--- config.mk ---
export PLATFORM = sky130hd
export DESIGN_NAME = sam_record_field_splitter_top
export DESIGN_NICKNAME = d
export VERILOG_FILES = /design/src/sv/srfs_pkg.sv /design/src/sv/srfs_front.sv /design/src/sv/srfs_queue.sv /design/src/sv/srfs_back.sv /design/src/sv/sam_record_field_splitter_top.sv
export SDC_FILE = /design/constraint.sdc
export NUM_CORES = 1
export LEC_CHECK = 0
export BUFFER_PORTS_ARGS = -buffer_cell sky130_fd_sc_hd__buf_2
export CAP_MARGIN = 20
export CORE_UTILIZATION = 35
export DETAILED_ROUTE_END_ITERATION = 10
export PLACE_DENSITY = 0.54
export SETUP_SLACK_MARGIN = 0.3
export SLEW_MARGIN = 20
export SYNTH_ARGS = -nofsm -noshare
export SYNTH_HDL_FRONTEND = slang
export SYNTH_HIERARCHICAL = 1
export SYNTH_SLANG_ARGS = --single-unit
--- constraint.sdc ---
create_clock -name clk -period 5.3 [get_ports clk]
set_clock_uncertainty 0.05 [all_clocks]
set_input_delay 0.53 -clock clk [delete_from_list [all_inputs] [get_ports clk]]
set_output_delay 0.53 -clock clk [all_outputs]
set_load 0.01 [all_outputs]
--- src/sv/srfs_pkg.sv ---
`timescale 1ns / 1ps
// Shared types and constants for the SAM record field splitter.
// Used by the front, queue, back and top-level modules; depends on nothing.
package srfs_pkg;

	localparam int FIELD_LIMIT = 11;
	localparam int MASK_FIELDS = 11;
	localparam int QUEUE_DEPTH = 4;
	localparam int QUEUE_PTR_W = $clog2(QUEUE_DEPTH);

	// Result kinds.
	localparam logic [2:0] KIND_STR = 3'd0;
	localparam logic [2:0] KIND_INT = 3'd1;
	localparam logic [2:0] KIND_END = 3'd2;
	localparam logic [2:0] KIND_HDR = 3'd3;
	localparam logic [2:0] KIND_ERR = 3'd4;

	// Characters the parser looks for.
	localparam logic [7:0] CH_TAB   = 8'h09;
	localparam logic [7:0] CH_LF    = 8'h0A;
	localparam logic [7:0] CH_VT    = 8'h0B;
	localparam logic [7:0] CH_FF    = 8'h0C;
	localparam logic [7:0] CH_CR    = 8'h0D;
	localparam logic [7:0] CH_SPACE = 8'h20;
	localparam logic [7:0] CH_PLUS  = 8'h2B;
	localparam logic [7:0] CH_MINUS = 8'h2D;
	localparam logic [7:0] CH_ZERO  = 8'h30;
	localparam logic [7:0] CH_NINE  = 8'h39;
	localparam logic [7:0] CH_AT    = 8'h40;

	localparam logic [MASK_FIELDS-1:0] MASK_RESET = 11'd410;

	// One queue entry holds everything a single text byte produces. The only
	// byte with two results is an LF closing an integer field: the integer
	// value followed by the record end.
	typedef struct packed {
		logic [2:0]         kind0;
		logic [3:0]         field0;
		logic signed [31:0] value0;
		logic               two;
		logic [3:0]         field1;
	} entry_t;

	typedef struct packed {
		logic full;
		logic empty;
	} q_stat_t;

endpackage

--- src/sv/srfs_front.sv ---
`timescale 1ns / 1ps
// Front part of the splitter: accepts text bytes, tracks line and field
// state, parses integer fields and pushes result entries. Uses srfs_pkg.
module srfs_front (
	input  logic                            clk,
	input  logic                            arst_n,
	input  logic                            in_valid,
	output logic                            in_stall,
	input  logic [7:0]                      text_byte,
	input  logic                            cfg_valid,
	output logic                            cfg_ready,
	input  logic [srfs_pkg::MASK_FIELDS-1:0] integer_field_mask,
	input  srfs_pkg::q_stat_t               q_stat,
	output logic                            push,
	output srfs_pkg::entry_t                push_entry
);
	import srfs_pkg::*;

	localparam logic [1:0] MODE_REC  = 2'd0;
	localparam logic [1:0] MODE_HDR  = 2'd1;
	localparam logic [1:0] MODE_SKIP = 2'd2;

	localparam logic [1:0] PH_BLANK = 2'd0;
	localparam logic [1:0] PH_SIGN  = 2'd1;
	localparam logic [1:0] PH_DIGIT = 2'd2;
	localparam logic [1:0] PH_STOP  = 2'd3;

	localparam logic [3:0]  LIMIT4  = 4'(FIELD_LIMIT);
	localparam logic [35:0] SAT_MAG = 36'h080000000;

	logic [MASK_FIELDS-1:0] mask_q;
	logic [3:0]  field_q, field_n;
	logic        start_q, start_n;
	logic [1:0]  mode_q, mode_n;
	logic        seen_q, seen_n;
	logic [31:0] acc_q, acc_n;
	logic        neg_q, neg_n;
	logic [1:0]  phase_q, phase_n;

	logic        accept;
	logic [15:0] mask_ext;
	logic [3:0]  f_e;
	logic [31:0] acc_e;
	logic        neg_e;
	logic [1:0]  phase_e;
	logic        is_int;
	logic        is_digit;
	logic        is_blank;
	logic [35:0] acc36;
	logic [35:0] times_ten;
	logic [31:0] num_val;

	assign in_stall  = q_stat.full;
	assign cfg_ready = 1'b1;
	assign accept    = in_valid && !q_stat.full;
	assign mask_ext  = {{(16 - MASK_FIELDS){1'b0}}, mask_q};

	assign is_digit = (text_byte >= CH_ZERO) && (text_byte <= CH_NINE);
	assign is_blank = (text_byte == CH_SPACE) || (text_byte == CH_VT) ||
		(text_byte == CH_FF);

	always_ff @(posedge clk or negedge arst_n) begin
		if (!arst_n) begin
			mask_q  <= MASK_RESET;
			field_q <= '0;
			start_q <= 1'b1;
			mode_q  <= MODE_REC;
			seen_q  <= 1'b0;
			acc_q   <= '0;
			neg_q   <= 1'b0;
			phase_q <= PH_BLANK;
		end else begin
			if (cfg_valid) begin
				mask_q <= integer_field_mask;
			end
			field_q <= field_n;
			start_q <= start_n;
			mode_q  <= mode_n;
			seen_q  <= seen_n;
			acc_q   <= acc_n;
			neg_q   <= neg_n;
			phase_q <= phase_n;
		end
	end

	// A record line's first byte restarts field and number state before it
	// is handled, so the handling below works on these effective values.
	always_comb begin
		f_e     = start_q ? 4'd0 : field_q;
		acc_e   = start_q ? 32'd0 : acc_q;
		neg_e   = start_q ? 1'b0 : neg_q;
		phase_e = start_q ? PH_BLANK : phase_q;
		is_int  = (f_e < LIMIT4) && (f_e < 4'(MASK_FIELDS)) && mask_ext[f_e];
		num_val = neg_e ? (32'd0 - acc_e) : (acc_e[31] ? 32'h7FFFFFFF : acc_e);
		acc36     = {4'd0, acc_e};
		times_ten = (acc36 << 3) + (acc36 << 1) + {32'd0, text_byte[3:0]};
	end

	always_comb begin
		field_n = field_q;
		start_n = start_q;
		mode_n  = mode_q;
		seen_n  = seen_q;
		acc_n   = acc_q;
		neg_n   = neg_q;
		phase_n = phase_q;
		push    = 1'b0;
		push_entry.kind0  = KIND_STR;
		push_entry.field0 = f_e;
		push_entry.value0 = {24'd0, text_byte};
		push_entry.two    = 1'b0;
		push_entry.field1 = '0;

		if (accept && (text_byte != CH_CR)) begin
			if (start_q && (text_byte == CH_AT)) begin
				start_n = 1'b0;
				push    = 1'b1;
				push_entry.field0 = '0;
				if (!seen_q) begin
					mode_n = MODE_HDR;
					push_entry.kind0 = KIND_HDR;
				end else begin
					mode_n = MODE_SKIP;
					push_entry.kind0  = KIND_ERR;
					push_entry.value0 = '0;
				end
			end else if (!start_q && (mode_q == MODE_HDR)) begin
				start_n = (text_byte == CH_LF);
				push    = 1'b1;
				push_entry.kind0  = KIND_HDR;
				push_entry.field0 = '0;
			end else if (!start_q && (mode_q == MODE_SKIP)) begin
				start_n = (text_byte == CH_LF);
			end else begin
				start_n = 1'b0;
				mode_n  = MODE_REC;
				seen_n  = 1'b1;
				field_n = f_e;
				acc_n   = acc_e;
				neg_n   = neg_e;
				phase_n = phase_e;
				if (text_byte == CH_LF) begin
					push = 1'b1;
					if (is_int) begin
						push_entry.kind0  = KIND_INT;
						push_entry.value0 = num_val;
						push_entry.two    = 1'b1;
					end else begin
						push_entry.kind0  = KIND_END;
						push_entry.value0 = '0;
					end
					push_entry.field1 = (f_e < LIMIT4) ? (f_e + 4'd1) : LIMIT4;
					if (!is_int) begin
						push_entry.field0 = push_entry.field1;
					end
					field_n = '0;
					acc_n   = '0;
					neg_n   = 1'b0;
					phase_n = PH_BLANK;
					start_n = 1'b1;
				end else if (f_e >= LIMIT4) begin
					// Optional tags are dropped up to the end of the line.
				end else if (text_byte == CH_TAB) begin
					if (is_int) begin
						push = 1'b1;
						push_entry.kind0  = KIND_INT;
						push_entry.value0 = num_val;
					end
					field_n = f_e + 4'd1;
					acc_n   = '0;
					neg_n   = 1'b0;
					phase_n = PH_BLANK;
				end else if (is_int) begin
					if ((phase_e == PH_BLANK) && is_blank) begin
						// Leading blanks are skipped.
					end else if ((phase_e == PH_BLANK) &&
						((text_byte == CH_PLUS) || (text_byte == CH_MINUS))) begin
						neg_n   = (text_byte == CH_MINUS);
						phase_n = PH_SIGN;
					end else if (phase_e == PH_STOP) begin
						// Number already ended at a non-digit.
					end else if (!is_digit) begin
						phase_n = PH_STOP;
					end else begin
						phase_n = PH_DIGIT;
						acc_n   = (times_ten > SAT_MAG) ? SAT_MAG[31:0] : times_ten[31:0];
					end
				end else begin
					push = 1'b1;
				end
			end
		end
	end

endmodule

--- src/sv/srfs_queue.sv ---
`timescale 1ns / 1ps
// Short queue of result entries between the front and the back part.
// Uses srfs_pkg for the entry type and depth.
module srfs_queue (
	input  logic               clk,
	input  logic               arst_n,
	input  logic               push,
	input  srfs_pkg::entry_t   push_entry,
	input  logic               pop,
	output srfs_pkg::entry_t   head,
	output srfs_pkg::q_stat_t  q_stat
);
	import srfs_pkg::*;

	entry_t                 entries_q [QUEUE_DEPTH];
	logic [QUEUE_PTR_W-1:0] wr_ptr_q;
	logic [QUEUE_PTR_W-1:0] rd_ptr_q;
	logic [QUEUE_PTR_W:0]   count_q;

	assign head         = entries_q[rd_ptr_q];
	assign q_stat.full  = (count_q == (QUEUE_PTR_W + 1)'(QUEUE_DEPTH));
	assign q_stat.empty = (count_q == '0);

	always_ff @(posedge clk) begin
		if (push) begin
			entries_q[wr_ptr_q] <= push_entry;
		end
	end

	always_ff @(posedge clk or negedge arst_n) begin
		if (!arst_n) begin
			wr_ptr_q <= '0;
			rd_ptr_q <= '0;
			count_q  <= '0;
		end else begin
			if (push) begin
				wr_ptr_q <= wr_ptr_q + 1'b1;
			end
			if (pop) begin
				rd_ptr_q <= rd_ptr_q + 1'b1;
			end
			case ({push, pop})
				2'b10:   count_q <= count_q + 1'b1;
				2'b01:   count_q <= count_q - 1'b1;
				default: count_q <= count_q;
			endcase
		end
	end

endmodule

--- src/sv/srfs_back.sv ---
`timescale 1ns / 1ps
// Back part of the splitter: takes queue entries and delivers their results
// one per cycle while out_stall is low, via an output register. Uses srfs_pkg.
module srfs_back (
	input  logic               clk,
	input  logic               arst_n,
	input  srfs_pkg::entry_t   head,
	input  srfs_pkg::q_stat_t  q_stat,
	output logic               pop,
	output logic               out_valid,
	input  logic               out_stall,
	output logic [2:0]         kind,
	output logic [3:0]         field_number,
	output logic signed [31:0] value,
	output logic               last
);
	import srfs_pkg::*;

	logic              valid_q;
	logic [2:0]        kind_q;
	logic [3:0]        field_q;
	logic signed [31:0] value_q;
	logic              last_q;
	logic              second_q;
	logic              load;

	assign out_valid    = valid_q;
	assign kind         = kind_q;
	assign field_number = field_q;
	assign value        = value_q;
	assign last         = last_q;

	assign load = !valid_q || !out_stall;
	// A two-result entry stays at the head until its record end goes out.
	assign pop  = load && !q_stat.empty && (!head.two || second_q);

	always_ff @(posedge clk or negedge arst_n) begin
		if (!arst_n) begin
			valid_q  <= 1'b0;
			second_q <= 1'b0;
		end else if (load) begin
			valid_q <= !q_stat.empty;
			if (!q_stat.empty) begin
				second_q <= head.two && !second_q;
			end
		end
	end

	always_ff @(posedge clk) begin
		if (load && !q_stat.empty) begin
			if (head.two && second_q) begin
				kind_q  <= KIND_END;
				field_q <= head.field1;
				value_q <= '0;
				last_q  <= 1'b1;
			end else begin
				kind_q  <= head.kind0;
				field_q <= head.field0;
				value_q <= head.value0;
				last_q  <= !head.two;
			end
		end
	end

endmodule

--- src/sv/sam_record_field_splitter_top.sv ---
`timescale 1ns / 1ps
// Top level of the SAM record field splitter: front, result queue and back.
// Uses srfs_pkg and the srfs_front, srfs_queue and srfs_back modules.
//
// The block takes one text byte per cycle while in_stall is low, classifying
// it in the same cycle; a byte's results enter a four-entry queue and leave
// through a registered output one per cycle while out_stall is low. Every
// byte gives zero, one or two results (two only for an LF that closes an
// integer field), so the sustained rate is one byte per cycle except that
// such an LF holds the output for both results. With the queue empty and the
// output free, a byte's first result goes via a queue entry to the output
// register. in_stall rises only when the queue is full. The integer field
// mask may be written whenever the block is idle; cfg_ready is always high.
module sam_record_field_splitter_top (
	input  logic                             clk,
	input  logic                             arst_n,
	input  logic                             in_valid,
	output logic                             in_stall,
	input  logic [7:0]                       text_byte,
	input  logic                             cfg_valid,
	output logic                             cfg_ready,
	input  logic [srfs_pkg::MASK_FIELDS-1:0] integer_field_mask,
	output logic                             out_valid,
	input  logic                             out_stall,
	output logic [2:0]                       kind,
	output logic [3:0]                       field_number,
	output logic signed [31:0]               value,
	output logic                             last
);
	import srfs_pkg::*;

	q_stat_t q_stat;
	entry_t  push_entry;
	entry_t  head;
	logic    push;
	logic    pop;

	srfs_front u_front (
		.clk                (clk),
		.arst_n             (arst_n),
		.in_valid           (in_valid),
		.in_stall           (in_stall),
		.text_byte          (text_byte),
		.cfg_valid          (cfg_valid),
		.cfg_ready          (cfg_ready),
		.integer_field_mask (integer_field_mask),
		.q_stat             (q_stat),
		.push               (push),
		.push_entry         (push_entry)
	);

	srfs_queue u_queue (
		.clk        (clk),
		.arst_n     (arst_n),
		.push       (push),
		.push_entry (push_entry),
		.pop        (pop),
		.head       (head),
		.q_stat     (q_stat)
	);

	srfs_back u_back (
		.clk          (clk),
		.arst_n       (arst_n),
		.head         (head),
		.q_stat       (q_stat),
		.pop          (pop),
		.out_valid    (out_valid),
		.out_stall    (out_stall),
		.kind         (kind),
		.field_number (field_number),
		.value        (value),
		.last         (last)
	);

	// Only the integer value before a record end is ever not the last result.
	a_not_last_is_int: assert property (@(posedge clk) disable iff (!arst_n)
		out_valid && !last |-> kind == KIND_INT)
		else $error("non-last result is not an integer value");

	// A delivered first half must be followed at once by its record end.
	a_end_follows: assert property (@(posedge clk) disable iff (!arst_n)
		out_valid && !last && !out_stall |=> out_valid && kind == KIND_END && last)
		else $error("record end did not follow integer value");

	a_header_field_zero: assert property (@(posedge clk) disable iff (!arst_n)
		out_valid && (kind == KIND_HDR || kind == KIND_ERR) |-> field_number == 4'd0)
		else $error("header or error result with nonzero field");

	// The queue must never be pushed while full or popped while empty.
	a_queue_bounds: assert property (@(posedge clk) disable iff (!arst_n)
		!(push && q_stat.full) && !(pop && q_stat.empty))
		else $error("queue overflow or underflow");

endmodule
==> impl_metrics.json, run 1 <==
{
  "outcome": "completed",
  "worst_pin_slew_ns": 1.05,
  "grt_pass1_vias": 10188,
  "dp_cells": 1866,
  "synth_edf_count": 216,
  "ant_nets": 0,
  "synth_commonest_cells": "216 x edfxtp_1, 109 x nor2_1, 98 x nand2_1",
  "netlist_instances": 1260,
  "slew_violations": 0,
  "p_leak_nw": 6.40,
  "rsz0062_at_grt": "no",
  "final_util_pct": 39.7,
  "die_h_um": 210,
  "worstPathArrival_ns": 5.16,
  "drc": 0,
  "fp.dieW_um": 210,
  "core_area_um2": 43000,
  "drv_cap": 0,
  "cts_made_buffers": 27,
  "use_met2_pct": 26.8,
  "cpPeakStageDelay_ns": 0.75,
  "dp_hpwl_um": 25700,
  "final.setup.tns_ns": 0,
  "cts_num_sinks": 279,
  "portBuffers": 65,
  "crit_slowest_cell": "dfstp_2",
  "cts_tree": "done",
  "final_cells": 1917,
  "synth_area_leaders": "edfxtp_1 43%, dfrtp_1 9.4%, ha_1 5.8%",
  "place_area_um2": 16100,
  "busiest_layer": "met2",
  "hold_viol": 0,
  "synth_area_leader_cell": "edfxtp_1",
  "synth_top_area_share_pct": 42.6,
  "critPathMaxFanout": 35,
  "diodes": 0,
  "path_clk_slew_ns": 0.07,
  "wirelength_um": 36100,
  "drive_above_1_share_pct": 17.8,
  "areaGrowthSynthToFinish_pct": 12.1,
  "irDropWorstVdd_v": 0.000205,
  "htreeDepth": 1,
  "track_usage_pct": 16.4,
  "die_area_um2": 44300,
  "powerDensity_nw_per_um2": 396,
  "path_buf_inv": 2,
  "critPathCaptureType": "flop",
  "yosysMostFrequentCell": "edfxtp_1",
  "critPathLaunchType": "flop",
  "first_iter_violations": 736,
  "cts_max_path_buffers": 3,
  "num-nets-final": 1409,
  "routabilityCongestion": 0.863,
  "grt_pass1_wl_um": 57600,
  "initial_utilization_pct": 35.4,
  "dr.pass1.iters": 6,
  "vias_per_cell": 5.40,
  "routedWlPerCell_um": 18.8,
  "hold_class": "input port to asynchronous set/reset pin",
  "use_met1_pct": 23.6,
  "crit_type": "flop to flop",
  "synthesis.area_um2": 15200,
  "post-route-min-period_ns": 4.76,
  "maxClockFrequency_mhz": 210,
  "syn-num-nets": 1357,
  "rows": 76,
  "setup_viol": 0,
  "antenna_found_initial": 1,
  "ys_async_sr_fraction_pct": 22.6,
  "finalCritPeriodShare_pct": 89.8,
  "met3_usage_pct": 1.65,
  "worst_path_dominant_cell_family": "compound AO/OA/AOI/OAI gates",
  "pin_count": 67,
  "synth_ff_type": "edfxtp_1",
  "path_cells": "buf_12 -> nor2b_1 -> ha_1 -> ha_1 -> a21oi_1 -> or3b_2 -> a21oi_2 -> o21bai_1 -> xnor2_1 -> o2111a_1 -> nand4_1 -> a21oi_4 -> buf_12 -> a32o_1",
  "cts_root_buf": "clkbuf_16",
  "maxSlewHeadroom_pct": 30.0,
  "vias": 10348,
  "ys_ff_latch": 279,
  "required_ns": 5.70,
  "clk_latency_ns": 0.54,
  "yosysSeqAreaShare_pct": 53.0,
  "synth.distinct_cells": 94,
  "grt_max_degree": 64,
  "avgSynthCellArea_um2": 12.1,
  "grt_overflow": 0,
  "ys_warn_count": 6,
  "final_area_um2": 17100
}
==> cells by family after synthesis <==
logic type / after synthesis / share of synthesized area (%)
compound gates: 296 / 13.3
simple gates: 408 / 13.6
other cells: 1 / 0.0246
xor+xnor: 38 / 2.24
mux: 66 / 8.41
buf+inv: 99 / 3.27
fa+ha+maj: 73 / 6.10
flops: 279 / 53.0
==> report_power, final <==
group / switching [W] / total [W] / internal, W
clock: 0.000828 / 0.00192 / 0.00109
sequential: 0.000106 / 0.00295 / 0.00285
combinational: 0.00106 / 0.00188 / 0.000823
==> worst paths after layout <==
kind,startpoint,end,slack (ns),cells after the start
worst max-delay path,u_front/start_q,u_front/acc_q[24],0.54,14
worst min-delay path,arst_n,u_front/mask_q[0],0.12,2
worst max register to register,u_front/start_q,u_front/acc_q[24],0.54,14
worst min register to register,u_queue/count_q[2],u_queue/count_q[2],0.44,1
max in group asynchronous,arst_n,u_front/acc_q[22],4.48,2
min in group clk,integer_field_mask[2],u_front/mask_q[2],0.17,2
==> sequential cells by signal (all words and copies together) (netlist names), 3 cells and up <==
register / cells
u_queue/entries_q: 176
u_back/value: 32
u_front/field_q: 4
u_front/mask_q: 11
u_queue/count_q: 3
u_back/kind: 3
u_front/acc_q: 32
u_back/field_number: 4
==> area by class of cell <==
| type | instances | area [um^2] |
|---|---|---|
| Clock buffer | 32 | 694 |
| Tap cell | 585 | 732 |
| Fill cell | 4178 | 25900 |
| Clock inverter | 17 | 183 |
| Timing Repair Buffer | 86 | 553 |
| Inverter | 36 | 135 |
| Multi-Input combinational cell | 882 | 6680 |
| Sequential cell | 279 | 8070 |
==> metrics by stage <==
stage          worst slack [ns]  hold slack, ns  total power, W
5_1_grt                   0.288           0.159         0.00713
6_report                  0.542           0.118         0.00675
3_3_place_gp              0.478           0.434         0.00487
3_5_place_dp              0.505           0.436         0.00490
2_1_floorplan             0.315           0.184         0.00441
4_1_cts                   0.441           0.139         0.00683
==> cells in the final DEF, fill, tap and decap left out, types with 9 or more instances in the layout <==
| cell type | netlist | layout |
|---|---|---|
| dfrtp_1 | 57 | 55 |
| clkbuf_16 | 0 | 27 |
| xnor2_1 | 18 | 18 |
| a211oi_1 | 9 | 9 |
| xor2_1 | 19 | 19 |
| a311oi_1 | 13 | 13 |
| buf_2 | 15 | 65 |
| mux2_2 | 11 | 11 |
| o21a_1 | 9 | 9 |
| buf_4 | 3 | 15 |
| o22ai_1 | 10 | 10 |
| nand2_1 | 98 | 97 |
| a32o_1 | 18 | 18 |
| edfxtp_1 | 216 | 216 |
| mux4_2 | 39 | 39 |
| o21ai_0 | 72 | 72 |
| nor2_1 | 109 | 109 |
| a21oi_1 | 72 | 70 |
| nand4_1 | 12 | 12 |
| and2_1 | 40 | 36 |
| nor2b_1 | 29 | 29 |
| nor4_1 | 13 | 13 |
| nor3_1 | 27 | 27 |
| nand3_1 | 18 | 18 |
| ha_1 | 71 | 71 |
| a22o_1 | 10 | 10 |
| inv_1 | 35 | 35 |
==> routing by layer <==
metal | wire (um) | vias up | part of all wire, %
met5 | 17 | - | 0.047
met4 | 595 | 2 | 1.7
met3 | 1310 | 48 | 3.6
met2 | 16700 | 197 | 46
met1 | 17400 | 5186 | 48
li1 | - | 4915 | -
==> repair_timing <==
item,CTS,global route
resized for setup,0,3
hold buffers,0,0
setup buffers,0,1
hold endpoints to repair,0,0
setup endpoints to repair,0,26
Note: power is estimated with default switching activity, not from simulation.
==> run 2: changes to the inputs <==
--- a/config.mk
+++ b/config.mk
@@ -5,11 +5,11 @@
 export SDC_FILE = /design/constraint.sdc
 export NUM_CORES = 1
 export LEC_CHECK = 0
-export BUFFER_PORTS_ARGS = -buffer_cell sky130_fd_sc_hd__buf_2
 export CAP_MARGIN = 20
 export CORE_UTILIZATION = 35
 export DETAILED_ROUTE_END_ITERATION = 10
-export PLACE_DENSITY = 0.54
+export DONT_BUFFER_PORTS = 1
+export PLACE_DENSITY = 0.53
 export SETUP_SLACK_MARGIN = 0.3
 export SLEW_MARGIN = 20
 export SYNTH_ARGS = -nofsm -noshare
==> impl_metrics.json, run 2 (synthesis gave the netlist of run 1 again) <==
{
  "critPathLaunchType": "flop",
  "pin_count": 67,
  "critPathCaptureType": "flop",
  "path_clk_slew_ns": 0.06,
  "p_leak_nw": 6.24,
  "irDropWorstVdd_v": 0.000245,
  "htreeDepth": 1,
  "areaGrowthSynthToFinish_pct": 10.9,
  "crit_end": "u_front/acc_q[24]",
  "drv_cap": 0,
  "crit_path_frequent_cell": "ha_1",
  "mostFrequentLayoutCells": "216 x edfxtp_1, 109 x nor2_1, 97 x nand2_1, 72 x o21ai_0, 71 x ha_1",
  "first_iter_violations": 673,
  "reg2reg_depth": 15,
  "cts_num_sinks": 279,
  "drive_above_1_share_pct": 14.0,
  "cts_tree": "done",
  "fin_total_pwr_w": 0.00679,
  "vias_per_cell": 5.40,
  "critPathMaxFanout": 17,
  "maxClockFrequency_mhz": 213,
  "hold_viol": 0,
  "num-nets-final": 1353,
  "slew_violations": 0,
  "routedWlPerCell_um": 19.5,
  "dr.pass1.iters": 5,
  "multi_input_area_um2": 6680,
  "routabilityCongestion": 0.862,
  "grt_pass1_wl_um": 58700,
  "final_common_cell": "edfxtp_1",
  "portBuffers": 0,
  "ant_nets": 0,
  "required_ns": 5.73,
  "diodes": 0,
  "r2r_end": "u_front/acc_q[24]",
  "crit_slowest_cell": "dfstp_2",
  "crit_type": "flop to flop",
  "r2r_setup_slack_ns": 0.60,
  "worstPathArrival_ns": 5.12,
  "critPathLaunch": "u_front/start_q",
  "worst_pin_slew_ns": 1.01,
  "final_area_um2": 16900,
  "whs_ns": 0.0548,
  "cts_root_buf": "clkbuf_16",
  "post-route-min-period_ns": 4.70,
  "powerDensity_nw_per_um2": 402,
  "track_usage_pct": 16.8,
  "clk_latency_ns": 0.55,
  "seq_area_um2": 8070,
  "path_cells": "buf_4 -> nor2b_1 -> ha_1 -> ha_1 -> a21oi_1 -> o22ai_1 -> a311oi_1 -> a211oi_1 -> nor2_2 -> o2111ai_1 -> nor4_1 -> nand4_1 -> a21oi_4 -> buf_12 -> a32o_1",
  "hold_class": "input port to flop",
  "place_area_um2": 15800,
  "cts_max_path_buffers": 3,
  "wirelength_um": 36300,
  "finalCritPeriodShare_pct": 88.6,
  "rr_startpoint": "u_front/start_q",
  "fp.dieW_um": 210,
  "grt_max_degree": 64,
  "grt_pass1_vias": 10239,
  "cts_made_buffers": 28,
  "rows": 76,
  "outcome": "completed",
  "final.setup.tns_ns": 0,
  "largest_reg_flops": 176,
  "maxSlewHeadroom_pct": 32.2,
  "fillCellCount": 4167,
  "vias": 10047,
  "setup_viol": 0,
  "dp_hpwl_um": 26000,
  "initial_utilization_pct": 35.4,
  "rsz0062_at_grt": "no",
  "regMostFlops": "u_queue/entries_q",
  "cpPeakStageDelay_ns": 0.77,
  "die_area_um2": 44300,
  "grt_overflow": 0,
  "antenna_found_initial": 0,
  "die_h_um": 210,
  "drc": 0,
  "core_area_um2": 43000
}
==> run 2: cell types whose count changed in the layout (fill, tap and decap cells not counted), moves of 3 or more <==
| cell | delta |
|---|---|
| buf_4 | +9 |
| buf_2 | -65 |
| bufinv_16 | +3 |
| clkinvlp_4 | -4 |
==> run 2: layout make-up <==
type                    count  area share [%]
repair buffers             29            1.65
clock inverters            17            1.37
inverters                  36           0.801
well taps                 585            4.34
clock buffers              33            4.39
multi-input cells         882            39.6
flip-flops and latches    279            47.8
==> run 2: power breakdown <==
group | total [W] | internal [W] | switching [W]
registers | 0.00307 | 0.00286 | 0.000211
logic | 0.00162 | 0.000712 | 0.000912
clock network | 0.00209 | 0.00128 | 0.000810
total | 0.00679 | 0.00485 | 0.00193
==> run 2: per-layer routing <==
layer	wire [um]	vias up	track usage (%)	share of wire (%)
met5	0	-	0	0
met4	749	0	4.55	2.1
met3	1320	47	1.95	3.6
met2	16700	194	27.1	46
met1	17500	5012	23.8	48
li1	-	4794	-	-
==> run 2: metrics by stage <==
| step | std cells | setup WS, ns | util (%) |
|---|---|---|---|
| after floorplan | 1260 | 0.315 | - |
| after detailed placement | 1808 | 0.539 | 36.8 |
| after CTS | 1860 | 0.492 | 39.2 |
| after global routing | 1861 | 0.294 | 39.3 |
| after global placement | 1808 | 0.604 | 36.8 |
| final | 1861 | 0.603 | 39.3 |
==> run 2: timing repair <==
| item | in CTS | in global routing |
|---|---|---|
| setup buffers | 0 | 1 |
| endpoints found under the hold margin | 63 | 0 |
| hold buffers | 2 | 0 |
| gates resized for setup | 0 | 3 |
| setup endpoints to repair | 0 | 88 |
==> run 2: worst min-delay path by stage <==
stage / start / end / slack [ns] / depth (start not counted)
after global routing: out_stall / u_back/out_valid / 0.05 / 2
after global placement: arst_n / u_front/mask_q[5] / 0.19 / 0
final: out_stall / u_back/out_valid / 0.05 / 2
after detailed placement: arst_n / u_front/mask_q[6] / 0.19 / 0
after floorplan: arst_n / u_back/out_valid / 0.18 / 0
after CTS: out_stall / u_back/out_valid / 0.03 / 2
==> run 2: critical path: cells and delay by family, from the launching register on <==
kind                       cells  cell delay [ns]
AOI/OAI and AO/OA              7             1.70
and+or+nand+nor                4             0.96
DFF                            1             0.77
adders and majority gates      2             0.68
buffers and inverters          2             0.45
